--- config.mk ---
export PLATFORM = sky130hd
export DESIGN_NAME = strided_batch_offset_generator
export DESIGN_NICKNAME = d
export VERILOG_FILES = /design/src/rtl/core/sbog_pkg.sv /design/src/rtl/core/sbog_cfg_regs.sv /design/src/rtl/core/sbog_odometer.sv /design/src/rtl/core/sbog_offset_pipe.sv /design/src/rtl/core/strided_batch_offset_generator.sv
export SDC_FILE = /design/constraint.sdc
export NUM_CORES = 2
export LEC_CHECK = 0
export ABC_AREA = 1
export BUFFER_PORTS_ARGS = -buffer_cell sky130_fd_sc_hd__buf_2
export CAP_MARGIN = 10
export CELL_PAD_IN_SITES_DETAIL_PLACEMENT = 2
export CELL_PAD_IN_SITES_GLOBAL_PLACEMENT = 2
export CORE_UTILIZATION = 39
export CTS_CLUSTER_DIAMETER = 120
export DETAILED_ROUTE_END_ITERATION = 12
export PLACE_DENSITY_LB_ADDON = 0.1
export SLEW_MARGIN = 5
export SYNTH_ARGS = -nofsm -noshare
export SYNTH_HDL_FRONTEND = slang
export SYNTH_SLANG_ARGS = --single-unit
export TNS_END_PERCENT = 10
--- constraint.sdc ---
create_clock -name clk -period 7.1 [get_ports clk]
set_clock_uncertainty 0.05 [all_clocks]
set_input_delay 0.71 -clock clk [delete_from_list [all_inputs] [get_ports clk]]
set_output_delay 0.71 -clock clk [all_outputs]
set_load 0.01 [all_outputs]
--- src/rtl/core/sbog_pkg.sv ---
// ----------------------------------------------------------------------------
// sbog_pkg
// shared types and constants of the strided batch offset generator
// ----------------------------------------------------------------------------
package sbog_pkg;

    localparam int MAX_DIMS_DEFAULT = 3;

    localparam int IDX_W      = 16;
    localparam int SIZE_W     = 16;
    localparam int STRIDE_W   = 32;
    localparam int PROD_W     = STRIDE_W + IDX_W;
    localparam int OFFSET_W   = 50;
    localparam int DCNT_W     = 2;
    localparam int OPK_W      = 2;
    localparam int CFG_IDX_W  = 3;
    localparam int CFG_DATA_W = 32;

    localparam int S_TDATA_W  = 8;
    localparam int M_TDATA_W  = ((OFFSET_W + 7) / 8) * 8;

    // register indexes
    localparam logic [CFG_IDX_W-1:0] REG_DIM_COUNT   = 3'd0;
    localparam logic [CFG_IDX_W-1:0] REG_OP_KIND     = 3'd1;
    localparam logic [CFG_IDX_W-1:0] REG_SIZE_DIM0   = 3'd2;
    localparam logic [CFG_IDX_W-1:0] REG_STRIDE_DIM0 = 3'd5;

    // operation kinds
    localparam logic [OPK_W-1:0] OP_OTHER  = 2'd0;
    localparam logic [OPK_W-1:0] OP_ARITH  = 2'd1;
    localparam logic [OPK_W-1:0] OP_MATMUL = 2'd2;

    typedef struct packed {
        logic last;
        logic empty;
    } sbog_flags_t;

endpackage

--- src/rtl/core/sbog_cfg_regs.sv ---
// ----------------------------------------------------------------------------
// sbog_cfg_regs
// configuration register file, write only
// ----------------------------------------------------------------------------
module sbog_cfg_regs #(
    parameter int MAX_DIMS = sbog_pkg::MAX_DIMS_DEFAULT
) (
    input  logic                                                 clk,
    input  logic                                                 rst_n,
    input  logic                                                 cfg_we,
    input  logic [sbog_pkg::CFG_IDX_W-1:0]                       cfg_index,
    input  logic [sbog_pkg::CFG_DATA_W-1:0]                      cfg_data,
    output logic [sbog_pkg::DCNT_W-1:0]                          dim_count,
    output logic [sbog_pkg::OPK_W-1:0]                           op_kind,
    output logic [MAX_DIMS-1:0][sbog_pkg::SIZE_W-1:0]            dim_size,
    output logic [MAX_DIMS-1:0][sbog_pkg::STRIDE_W-1:0]          dim_stride
);

    logic [sbog_pkg::DCNT_W-1:0]                 dim_count_reg;
    logic [sbog_pkg::OPK_W-1:0]                  op_kind_reg;
    logic [MAX_DIMS-1:0][sbog_pkg::SIZE_W-1:0]   size_reg;
    logic [MAX_DIMS-1:0][sbog_pkg::STRIDE_W-1:0] stride_reg;

    always_ff @(posedge clk or negedge rst_n)
    begin
        if (!rst_n)
        begin
            dim_count_reg <= '0;
            op_kind_reg   <= sbog_pkg::OP_OTHER;
            for (int d = 0; d < MAX_DIMS; d++)
            begin
                size_reg[d]   <= sbog_pkg::SIZE_W'(1);
                stride_reg[d] <= '0;
            end
        end
        else if (cfg_we)
        begin
            if (cfg_index == sbog_pkg::REG_DIM_COUNT)
            begin
                dim_count_reg <= cfg_data[sbog_pkg::DCNT_W-1:0];
            end
            if (cfg_index == sbog_pkg::REG_OP_KIND)
            begin
                op_kind_reg <= cfg_data[sbog_pkg::OPK_W-1:0];
            end
            for (int d = 0; d < MAX_DIMS; d++)
            begin
                if (cfg_index == sbog_pkg::REG_SIZE_DIM0 + sbog_pkg::CFG_IDX_W'(d))
                begin
                    size_reg[d] <= cfg_data[sbog_pkg::SIZE_W-1:0];
                end
                if (cfg_index == sbog_pkg::REG_STRIDE_DIM0 + sbog_pkg::CFG_IDX_W'(d))
                begin
                    stride_reg[d] <= cfg_data[sbog_pkg::STRIDE_W-1:0];
                end
            end
        end
    end

    assign dim_count  = dim_count_reg;
    assign op_kind    = op_kind_reg;
    assign dim_size   = size_reg;
    assign dim_stride = stride_reg;

endmodule

--- src/rtl/core/sbog_odometer.sv ---
// ----------------------------------------------------------------------------
// sbog_odometer
// batch position counter, last batch dimension moves fastest
// ----------------------------------------------------------------------------
module sbog_odometer #(
    parameter int MAX_DIMS = sbog_pkg::MAX_DIMS_DEFAULT
) (
    input  logic                                         clk,
    input  logic                                         rst_n,
    input  logic                                         advance,
    input  logic                                         restart,
    input  logic [sbog_pkg::DCNT_W-1:0]                  dim_count,
    input  logic [sbog_pkg::OPK_W-1:0]                   op_kind,
    input  logic [MAX_DIMS-1:0][sbog_pkg::SIZE_W-1:0]    dim_size,
    output logic [MAX_DIMS-1:0][sbog_pkg::IDX_W-1:0]     idx,
    output sbog_pkg::sbog_flags_t                        flags
);

    logic [MAX_DIMS-1:0][sbog_pkg::IDX_W-1:0] pos_reg;
    logic [MAX_DIMS-1:0][sbog_pkg::IDX_W-1:0] pos_next;
    logic [MAX_DIMS-1:0][sbog_pkg::IDX_W-1:0] eff;
    logic [MAX_DIMS-1:0]                      at_end;
    logic [MAX_DIMS-1:0]                      carry;
    logic [MAX_DIMS-1:0]                      in_batch;
    logic [sbog_pkg::DCNT_W-1:0]              used;
    logic [sbog_pkg::DCNT_W-1:0]              skip;
    logic [sbog_pkg::DCNT_W-1:0]              nb;
    logic                                     empty;
    logic [sbog_pkg::IDX_W:0]                 inc;

    // batch dimension count
    always_comb
    begin
        used = (32'(dim_count) > 32'(MAX_DIMS)) ? sbog_pkg::DCNT_W'(MAX_DIMS) : dim_count;
        case (op_kind)
            sbog_pkg::OP_MATMUL: skip = sbog_pkg::DCNT_W'(2);
            sbog_pkg::OP_ARITH:  skip = sbog_pkg::DCNT_W'(1);
            default:             skip = '0;
        endcase
        nb = (used >= skip) ? used - skip : '0;
    end

    always_comb
    begin
        empty = 1'b0;
        for (int d = 0; d < MAX_DIMS; d++)
        begin
            in_batch[d] = (d < int'(nb));
            eff[d]      = (restart || !in_batch[d]) ? '0 : pos_reg[d];
            inc         = {1'b0, eff[d]} + (sbog_pkg::IDX_W+1)'(1);
            at_end[d]   = !in_batch[d] || (inc >= {1'b0, dim_size[d]});
            if (in_batch[d] && dim_size[d] == '0)
            begin
                empty = 1'b1;
            end
        end
        // carry into each dimension from all faster ones
        carry[MAX_DIMS-1] = 1'b1;
        for (int d = MAX_DIMS - 2; d >= 0; d--)
        begin
            carry[d] = carry[d+1] && at_end[d+1];
        end
        for (int d = 0; d < MAX_DIMS; d++)
        begin
            if (empty || !in_batch[d])
            begin
                pos_next[d] = '0;
            end
            else if (carry[d])
            begin
                pos_next[d] = at_end[d] ? '0 : eff[d] + sbog_pkg::IDX_W'(1);
            end
            else
            begin
                pos_next[d] = eff[d];
            end
        end
    end

    always_ff @(posedge clk or negedge rst_n)
    begin
        if (!rst_n)
        begin
            pos_reg <= '0;
        end
        else if (advance)
        begin
            pos_reg <= pos_next;
        end
    end

    always_comb
    begin
        for (int d = 0; d < MAX_DIMS; d++)
        begin
            idx[d] = empty ? '0 : eff[d];
        end
        flags.empty = empty;
        flags.last  = empty || (carry[0] && at_end[0]);
    end

endmodule

--- src/rtl/core/sbog_offset_pipe.sv ---
// ----------------------------------------------------------------------------
// sbog_offset_pipe
// three-stage offset datapath: index capture, stride products, sum
// ----------------------------------------------------------------------------
module sbog_offset_pipe #(
    parameter int MAX_DIMS = sbog_pkg::MAX_DIMS_DEFAULT
) (
    input  logic                                         clk,
    input  logic                                         rst_n,
    input  logic                                         in_valid,
    output logic                                         in_ready,
    input  logic [MAX_DIMS-1:0][sbog_pkg::IDX_W-1:0]     in_idx,
    input  sbog_pkg::sbog_flags_t                        in_flags,
    input  logic [MAX_DIMS-1:0][sbog_pkg::STRIDE_W-1:0]  dim_stride,
    output logic                                         out_valid,
    input  logic                                         out_ready,
    output logic [sbog_pkg::OFFSET_W-1:0]                out_offset,
    output sbog_pkg::sbog_flags_t                        out_flags
);

    logic                                      v1_reg;
    logic                                      v2_reg;
    logic                                      v3_reg;
    logic                                      rdy1;
    logic                                      rdy2;
    logic                                      rdy3;
    logic [MAX_DIMS-1:0][sbog_pkg::IDX_W-1:0]  idx1_reg;
    logic [MAX_DIMS-1:0][sbog_pkg::PROD_W-1:0] prod2_reg;
    logic [sbog_pkg::OFFSET_W-1:0]             offset3_reg;
    logic [sbog_pkg::OFFSET_W-1:0]             sum_next;
    sbog_pkg::sbog_flags_t                     flags1_reg;
    sbog_pkg::sbog_flags_t                     flags2_reg;
    sbog_pkg::sbog_flags_t                     flags3_reg;

    assign rdy3     = !v3_reg || out_ready;
    assign rdy2     = !v2_reg || rdy3;
    assign rdy1     = !v1_reg || rdy2;
    assign in_ready = rdy1;

    always_ff @(posedge clk or negedge rst_n)
    begin
        if (!rst_n)
        begin
            v1_reg <= 1'b0;
            v2_reg <= 1'b0;
            v3_reg <= 1'b0;
        end
        else
        begin
            if (rdy1)
            begin
                v1_reg <= in_valid;
            end
            if (rdy2)
            begin
                v2_reg <= v1_reg;
            end
            if (rdy3)
            begin
                v3_reg <= v2_reg;
            end
        end
    end

    always_comb
    begin
        sum_next = '0;
        for (int d = 0; d < MAX_DIMS; d++)
        begin
            sum_next = sum_next + sbog_pkg::OFFSET_W'(prod2_reg[d]);
        end
    end

    always_ff @(posedge clk)
    begin
        if (rdy1 && in_valid)
        begin
            idx1_reg   <= in_idx;
            flags1_reg <= in_flags;
        end
        if (rdy2 && v1_reg)
        begin
            for (int d = 0; d < MAX_DIMS; d++)
            begin
                prod2_reg[d] <= sbog_pkg::PROD_W'(dim_stride[d]) *
                                sbog_pkg::PROD_W'(idx1_reg[d]);
            end
            flags2_reg <= flags1_reg;
        end
        if (rdy3 && v2_reg)
        begin
            offset3_reg <= sum_next;
            flags3_reg  <= flags2_reg;
        end
    end

    assign out_valid  = v3_reg;
    assign out_offset = offset3_reg;
    assign out_flags  = flags3_reg;

endmodule

--- src/rtl/core/strided_batch_offset_generator.sv ---
// ----------------------------------------------------------------------------
// strided_batch_offset_generator
// batch offset generator: one linear offset per request, odometer stepping
//
// channel   ports                          beat contents (low bit first)
// input     s_tvalid s_tready s_tdata      tdata: restart
// output    m_tvalid m_tready m_tdata      tdata: linear_offset
//           m_tlast m_tuser                tlast: is_last, tuser: is_empty
// config    cfg_we cfg_index cfg_data      one register per write, no wait
//
// one beat per cycle unless m_tready stalls the pipe; the result is registered
// through index capture, stride multiply and sum; odometer steps at acceptance
// reset clears positions and pipeline, registers take their defaults
// m_tready low holds all three stages; s_tready drops once they are full
// ----------------------------------------------------------------------------
module strided_batch_offset_generator #(
    parameter int MAX_DIMS = sbog_pkg::MAX_DIMS_DEFAULT
) (
    input  logic                              clk,
    input  logic                              rst_n,
    input  logic                              s_tvalid,
    output logic                              s_tready,
    input  logic [sbog_pkg::S_TDATA_W-1:0]    s_tdata,   // restart
    output logic                              m_tvalid,
    input  logic                              m_tready,
    output logic [sbog_pkg::M_TDATA_W-1:0]    m_tdata,   // linear_offset
    output logic                              m_tlast,
    output logic [0:0]                        m_tuser,   // is_empty
    input  logic                              cfg_we,
    input  logic [sbog_pkg::CFG_IDX_W-1:0]    cfg_index,
    input  logic [sbog_pkg::CFG_DATA_W-1:0]   cfg_data
);

    logic [sbog_pkg::DCNT_W-1:0]                 dim_count;
    logic [sbog_pkg::OPK_W-1:0]                  op_kind;
    logic [MAX_DIMS-1:0][sbog_pkg::SIZE_W-1:0]   dim_size;
    logic [MAX_DIMS-1:0][sbog_pkg::STRIDE_W-1:0] dim_stride;
    logic [MAX_DIMS-1:0][sbog_pkg::IDX_W-1:0]    idx;
    sbog_pkg::sbog_flags_t                       flags;
    sbog_pkg::sbog_flags_t                       out_flags;
    logic [sbog_pkg::OFFSET_W-1:0]               out_offset;
    logic                                        pipe_ready;
    logic                                        accept;

    assign s_tready = pipe_ready;
    assign accept   = s_tvalid && pipe_ready;

    sbog_cfg_regs #(
        .MAX_DIMS (MAX_DIMS)
    ) u_cfg (
        .clk        (clk),
        .rst_n      (rst_n),
        .cfg_we     (cfg_we),
        .cfg_index  (cfg_index),
        .cfg_data   (cfg_data),
        .dim_count  (dim_count),
        .op_kind    (op_kind),
        .dim_size   (dim_size),
        .dim_stride (dim_stride)
    );

    sbog_odometer #(
        .MAX_DIMS (MAX_DIMS)
    ) u_odo (
        .clk       (clk),
        .rst_n     (rst_n),
        .advance   (accept),
        .restart   (s_tdata[0]),
        .dim_count (dim_count),
        .op_kind   (op_kind),
        .dim_size  (dim_size),
        .idx       (idx),
        .flags     (flags)
    );

    sbog_offset_pipe #(
        .MAX_DIMS (MAX_DIMS)
    ) u_pipe (
        .clk        (clk),
        .rst_n      (rst_n),
        .in_valid   (s_tvalid),
        .in_ready   (pipe_ready),
        .in_idx     (idx),
        .in_flags   (flags),
        .dim_stride (dim_stride),
        .out_valid  (m_tvalid),
        .out_ready  (m_tready),
        .out_offset (out_offset),
        .out_flags  (out_flags)
    );

    assign m_tdata    = sbog_pkg::M_TDATA_W'(out_offset);
    assign m_tlast    = out_flags.last;
    assign m_tuser[0] = out_flags.empty;

endmodule
### Word-level counts from Yosys, hierarchy flattened

Cells that the tools add are included.

* output and inout port bits: 60
* input bits: 48
* flip-flop bits (word level): 447
* logic and storage cells: 110

* eq/ne operators: 9
* reductions and logical operators: 39
* $lt $le $gt $ge: 7
* multiplexer cells: 16
* $add $sub $neg: 9
* $mul: 3

Operator list (count)
* $mux 16: 11
* $mul 32x16->48: 3
* $add 16x1->17 const B: 3
* $ge 17x16->1: 3
* $add 50x48->50: 1
* $add 48x48->49: 1
* $add 16x1->16 const B: 3
* $logic_not 16->1: 3
* $reduce_and 2->1: 8
* $logic_or 1x1->1: 13
* $eq 3x3->1 const B: 4
* $logic_and 1x1->1: 8
* $eq 3x2->1 const B: 2
* $logic_not 1->1: 6
* $lt 1x2->1 const A: 2
* $pmux 2 s2: 1
* $eq 3x1->1 const B: 1
* $logic_not 3->1: 1
* $mux 1: 3
* $eq 2x1->1 const B: 1
* $eq 2x2->1 const B: 1
* $ge 2x2->1: 1
* $lt 2x2->1 const A: 1
* $mux 2: 1
* $sub 2x2->2: 1

### Depth between registers and ports, before layout

* depth in word-level cells: 14
* mapped depth: 34
* depth with buffers taken out: 32

### Hierarchy

A second synthesis with hierarchy kept.

* cell total of the unflattened synthesis: 11053
* area, all modules: 80028.0 um^2

By module, submodules not included
* sbog_offset_pipe: sequential area each 7522.2 um^2, cells each 9479, area each 68759.7 um^2, instances 1
* sbog_cfg_regs: sequential area each 3707.3 um^2, cells each 650, area each 5671.7 um^2, instances 1
* sbog_odometer: sequential area each 1201.2 um^2, cells each 915, area each 5540.3 um^2, instances 1
* strided_batch_offset_generator: sequential area each 0.0 um^2, cells each 9, area each 56.3 um^2, instances 1

### Least setup slack after synthesis

No wires, ideal clock.

* path type: register -> register
* start: register u_cfg.stride_reg (netlist bit u_cfg.dim_stride[71])
* end: register u_pipe.prod2_reg[133] (netlist bit), data pin
* data required time: 6.785 ns
* cell stages (with the launch flop): 24
* arrival: 5.513 ns
* path buffers: 2
* path slack: 1.272 ns
* clock period less this slack: 5.828 ns
* setup time: 0.265 ns
* cell sequence: dfrtp_1 > clkbuf_1 > clkbuf_1 > nand2_1 > fa_1 > inv_1 > fa_1 > inv_1 > fa_1 > inv_1 > fa_1 > fa_1 > inv_1 > fa_1 > inv_1 > ha_1 > a21o_1 > a21boi_0 > nand2_1 > nand3_1 > nand3_1 > a21oi_1 > o21ai_0 > xor2_1

* cells in the longest elaborated chain, start to end: 1

RTL lines
* from (decl): line sbog_cfg_regs.sv:22 `logic [MAX_DIMS-1:0][sbog_pkg::STRIDE_W-1:0] stride_reg;`
* from (signal, indexed assignment): line sbog_cfg_regs.sv:54 `stride_reg[d] <= cfg_data[sbog_pkg::STRIDE_W-1:0];`
* $mul 32x16->48: line sbog_offset_pipe.sv:85 `prod2_reg[d] <= sbog_pkg::PROD_W'(dim_stride[d]) *`
* to (signal, indexed assignment): line sbog_offset_pipe.sv:85
* to (decl): line sbog_offset_pipe.sv:28 `logic [MAX_DIMS-1:0][sbog_pkg::PROD_W-1:0] prod2_reg;`

Every way passes these cells.
A chain may end at the register's enable or synchronous reset.

### Worst setup path in the final report

* start: register u_pipe.idx1_reg[44] (netlist bit)
* end: register u_pipe.prod2_reg[143] (netlist bit), data pin

* cells in the longest elaborated chain, start to end: 1

RTL lines
* from (decl): line sbog_offset_pipe.sv:27 `logic [MAX_DIMS-1:0][sbog_pkg::IDX_W-1:0] idx1_reg;`
* from (signal assigned): line sbog_offset_pipe.sv:78 `idx1_reg <= in_idx;`
* $mul 32x16->48: line sbog_offset_pipe.sv:85

Every way passes these cells.

==> impl_results.html <==
<table>
<tr><th>Metric</th><th>Value</th></tr>
<tr><th colspan="2">Global route</th></tr>
<tr><td>Largest net degree at the start of global routing</td><td>106</td></tr>
<tr><td>Overall overflow remaining after global route</td><td>0</td></tr>
<tr><td>Gr usage total</td><td>0.2958</td></tr>
<tr><td>Antenna violations before repair</td><td>16</td></tr>
<tr><td>Number of global-route vias before repair</td><td>a little over 70000</td></tr>
<tr><td>Global-route wire length before repair</td><td>434800 µm</td></tr>
<tr><th colspan="2">Logic synthesis</th></tr>
<tr><td>Share of the synthesized area in the top cell type</td><td>0.3371</td></tr>
<tr><td>Number of flops mapped to enable cells by yosys</td><td>around 250</td></tr>
<tr><td>Synth Area in Simple Gates</td><td>0.1724</td></tr>
<tr><td>Post-synthesis share of cell area spent on xor and xnor gates</td><td>0.02967</td></tr>
<tr><td>Most instantiated flip-flop cell in the synthesis netlist</td><td>edfxtp_1</td></tr>
<tr><td>Share of synthesized flip-flops with an asynchronous set or reset</td><td>0.4452</td></tr>
<tr><td>Synth Cell Area</td><td>74640 µm²</td></tr>
<tr><td>Post-synthesis adder-cell area fraction</td><td>0.4225</td></tr>
<tr><td>Post-synthesis cell type with the largest combined area</td><td>fa_1</td></tr>
<tr><td>Mux share of post-synthesis cell area</td><td>0</td></tr>
<tr><td>Yosys reg bits</td><td>447</td></tr>
<tr><td>Yosys warnings</td><td>0</td></tr>
<tr><td>Avg Synthesized Cell Area</td><td>roughly 7.9 µm²</td></tr>
<tr><td>Count of different cell masters after synthesis</td><td>57</td></tr>
<tr><td>Number of cells produced by synthesis</td><td>9428</td></tr>
<tr><td>Post-synthesis sequential area ratio</td><td>0.1665</td></tr>
<tr><td>Main area contributors after synthesis</td><td>fa_1, inv_1, nand2_1</td></tr>
<tr><td>Post-synthesis compound-gate area fraction</td><td>0.06476</td></tr>
<tr><td>Main combinational cell family by area after synthesis</td><td>adder cells</td></tr>
<tr><th colspan="2">Clock tree</th></tr>
<tr><td>Clock root buffer</td><td>clkbuf_16</td></tr>
<tr><td>Clk sink count</td><td>447</td></tr>
<tr><td>TritonCTS clock tree</td><td>built</td></tr>
<tr><td>Clock slew seen by the registers of the worst setup and hold paths</td><td>0.06 ns</td></tr>
<tr><td>Clk buf depth</td><td>3</td></tr>
<tr><td>H-Tree Depth</td><td>2</td></tr>
<tr><td>Clock latency at the later pin of the worst-skew pair</td><td>about 0.72 ns</td></tr>
<tr><td>TritonCTS Buffers</td><td>60</td></tr>
<tr><th colspan="2">Place</th></tr>
<tr><td>Count of buffers from port buffering</td><td>94</td></tr>
<tr><td># placed instances</td><td>11859</td></tr>
<tr><td>Post-detail-place hpwl</td><td>around 240000 µm</td></tr>
<tr><td>Routability cong.</td><td>between 0.9 and 1</td></tr>
<tr><th colspan="2">Die</th></tr>
<tr><td>Initial Utilization</td><td>0.3925</td></tr>
<tr><td>Die width</td><td>439.5 µm</td></tr>
<tr><td>Cell row count</td><td>between 150 and 200</td></tr>
<tr><td>Number of top-level pins</td><td>108</td></tr>
<tr><td>Die height</td><td>439.5 µm</td></tr>
<tr><td>Placeable core region</td><td>190200 µm²</td></tr>
<tr><td>Overall die area</td><td>approximately 190000 µm²</td></tr>
<tr><th colspan="2">Timing</th></tr>
<tr><td>Final number of hold-violating endpoints</td><td>0</td></tr>
<tr><td>Hold Worst Slack</td><td>0.2839 ns</td></tr>
<tr><td>Final slew viol count</td><td>0</td></tr>
<tr><td>Timing-limited maximum frequency</td><td>145.3 MHz</td></tr>
<tr><td>Share of the cycle needed by the critical path after routing</td><td>0.9695</td></tr>
<tr><td>Final-report setup violation count</td><td>0</td></tr>
<tr><td>Min cycle time layout</td><td>6.883 ns</td></tr>
<tr><td>Final total negative setup slack</td><td>0 ns</td></tr>
<tr><td>Worst slew slack as a fraction of its limit</td><td>0.1860</td></tr>
<tr><td>Worst slew pin tran</td><td>1.214 ns</td></tr>
<tr><th colspan="2">Detailed routing</th></tr>
<tr><td>Drt drc</td><td>0</td></tr>
<tr><td>Iteration-0 DRC Markers</td><td>2943</td></tr>
<tr><td>Count of nets left with antenna violations after detail routing</td><td>0</td></tr>
<tr><td>Wirelength per Cell</td><td>23.46 µm</td></tr>
<tr><td>Via count</td><td>slightly above 60000</td></tr>
<tr><td>Total wire length after detailed routing</td><td>281600 µm</td></tr>
<tr><td>Number of search-and-repair iterations in the first detailed-routing pass</td><td>7</td></tr>
<tr><td>Vias/cell</td><td>5.148</td></tr>
<tr><th colspan="2">Layout</th></tr>
<tr><td>Number of flip-flops in the largest register</td><td>144</td></tr>
<tr><td>Non-filler cells in the finished layout</td><td>12002</td></tr>
<tr><td>Layout cell share with drive strength beyond 1</td><td>0.05071</td></tr>
<tr><td>Layout overhead on the synthesized area</td><td>8.499%</td></tr>
<tr><td>Most frequent cells in the layout</td><td>inv_1, nand2_1, fa_1</td></tr>
<tr><td>Final #Nets</td><td>11248</td></tr>
<tr><td>Filler cell count</td><td>21731</td></tr>
<tr><td>Leading cell type in the layout, fill and taps excluded</td><td>inv_1</td></tr>
<tr><th colspan="2">Run</th></tr>
<tr><td>Max-Cap Viols</td><td>0</td></tr>
<tr><th colspan="2">Critical path</th></tr>
<tr><td>Critical Path Start Type</td><td>flip-flop</td></tr>
<tr><td>Largest driver fanout on the critical path</td><td>17</td></tr>
<tr><td>Launch point of the worst reg-to-reg path</td><td>u_pipe.idx1_reg[44]</td></tr>
<tr><td>Worst endpoint data arrival time</td><td>7.25 ns</td></tr>
<tr><td>Start point of the critical path</td><td>u_pipe.idx1_reg[44]</td></tr>
<tr><td>Req. time, crit path</td><td>7.46 ns</td></tr>
<tr><td>Critical path class</td><td>reg2reg</td></tr>
<tr><td>Capturing element type of the critical path</td><td>flip-flop</td></tr>
<tr><th colspan="2">Worst hold path</th></tr>
<tr><td>Hold wc startpoint</td><td>m_tready</td></tr>
<tr><td>Hold WC Path Type</td><td>in2reg</td></tr>
<tr><th colspan="2">Status</th></tr>
<tr><td>Run status</td><td>complete, no violations</td></tr>
</table>
-- routing by layer --
layer  wire (µm)  GRT usage
met1      120800     0.3830
met2      142400     0.5244
met3       10050    0.02710
met4        8260    0.08193
met5          11          0
-- worst max-delay path, cell delays in order (launching register included) --
cell and delay [ns]:
edfxtp_1 0.98, buf_4 0.41, nand2_1 0.11, fa_1 0.50
inv_1 0.06, fa_1 0.57, fa_1 0.45, fa_1 0.48
fa_1 0.51, inv_1 0.05, fa_1 0.48, inv_1 0.05
ha_1 0.38, nand2_1 0.12, nor2_1 0.18, inv_1 0.10
nor4_1 0.42, nand3_1 0.14, nand3_1 0.21, nand2_1 0.08
nand3_1 0.14, xor2_1 0.09
-- cells in the mapped netlist, drive strengths merged (2+ instances only) --
cell     count
a211oi       3
dfstp        3
o21bai      22
or2          2
nand3b       8
inv       2453
and3        12
edfxtp     248
a31oi       44
nor2       471
buf         22
o21a        23
o31ai        4
o2111ai      3
nor3        50
o211ai      10
dfrtp      196
xor2       175
nand3      179
nand2     2440
a21boi      22
or3b         3
o211a        2
fa        1257
o31a         2
clkbuf     370
xnor2       77
o221ai       6
nor4        33
nand4       43
ha         509
a21o        43
a311oi       3
a21oi      344
o21ai      339
-- area by class of cell --
cell class              count  area [µm²]  share of cell area
flip-flops and latches    447       12440              0.1536
well taps                2511        3142             0.03880
repair buffers            331        2625             0.03241
clock buffers              71        1605             0.01982
multi-input cells        6141       51500              0.6359
diodes                      6       15.01           0.0001854
clock inverters            42       450.4            0.005562
inverters                2453        9213              0.1138
-- final timing paths --
check,to,slack (ns),cells after the start
max in group asynchronous,u_cfg.dim_stride[78],5.26,3
max reg2reg,u_pipe.prod2_reg[143],0.22,21
min,u_pipe.out_valid,0.28,4
min reg2reg,u_pipe.flags2_reg[0],0.37,0
min in group asynchronous,u_cfg.dim_size[22],0.53,2
max,u_pipe.prod2_reg[143],0.22,21
-- timing repair --
action	in CTS	in global routing
hold buffers	1	0
resized for setup	0	5
buffers inserted	0	23
endpoints found under the setup margin	0	17
hold endpoints to repair	15	0
-- stage by stage --
stage,worst slack [ns],utilization,area (µm²)
final,0.2168,0.4258,80980
after detailed placement,0.2625,0.4130,78550
after global placement,0.4093,0.4130,78550
after global routing,-0.05620,0.4258,80970
after CTS,0.1555,0.4239,80610
after floorplan,1.272,-,74660
-- logic make-up (layout without fill, tap and decap cells) --
logic type / after synthesis / count (layout)
simple gates: 3243 / 3243
buf+inv: 2845 / 2897
fa+ha+maj: 1766 / 1766
compound gates: 874 / 874
flops: 447 / 447
xor+xnor: 252 / 252
other cells: 1 / 12
Power is left out: the tool's default activity adds up to more than one toggle a clock period on the data nets, which glitch-free logic cannot reach.
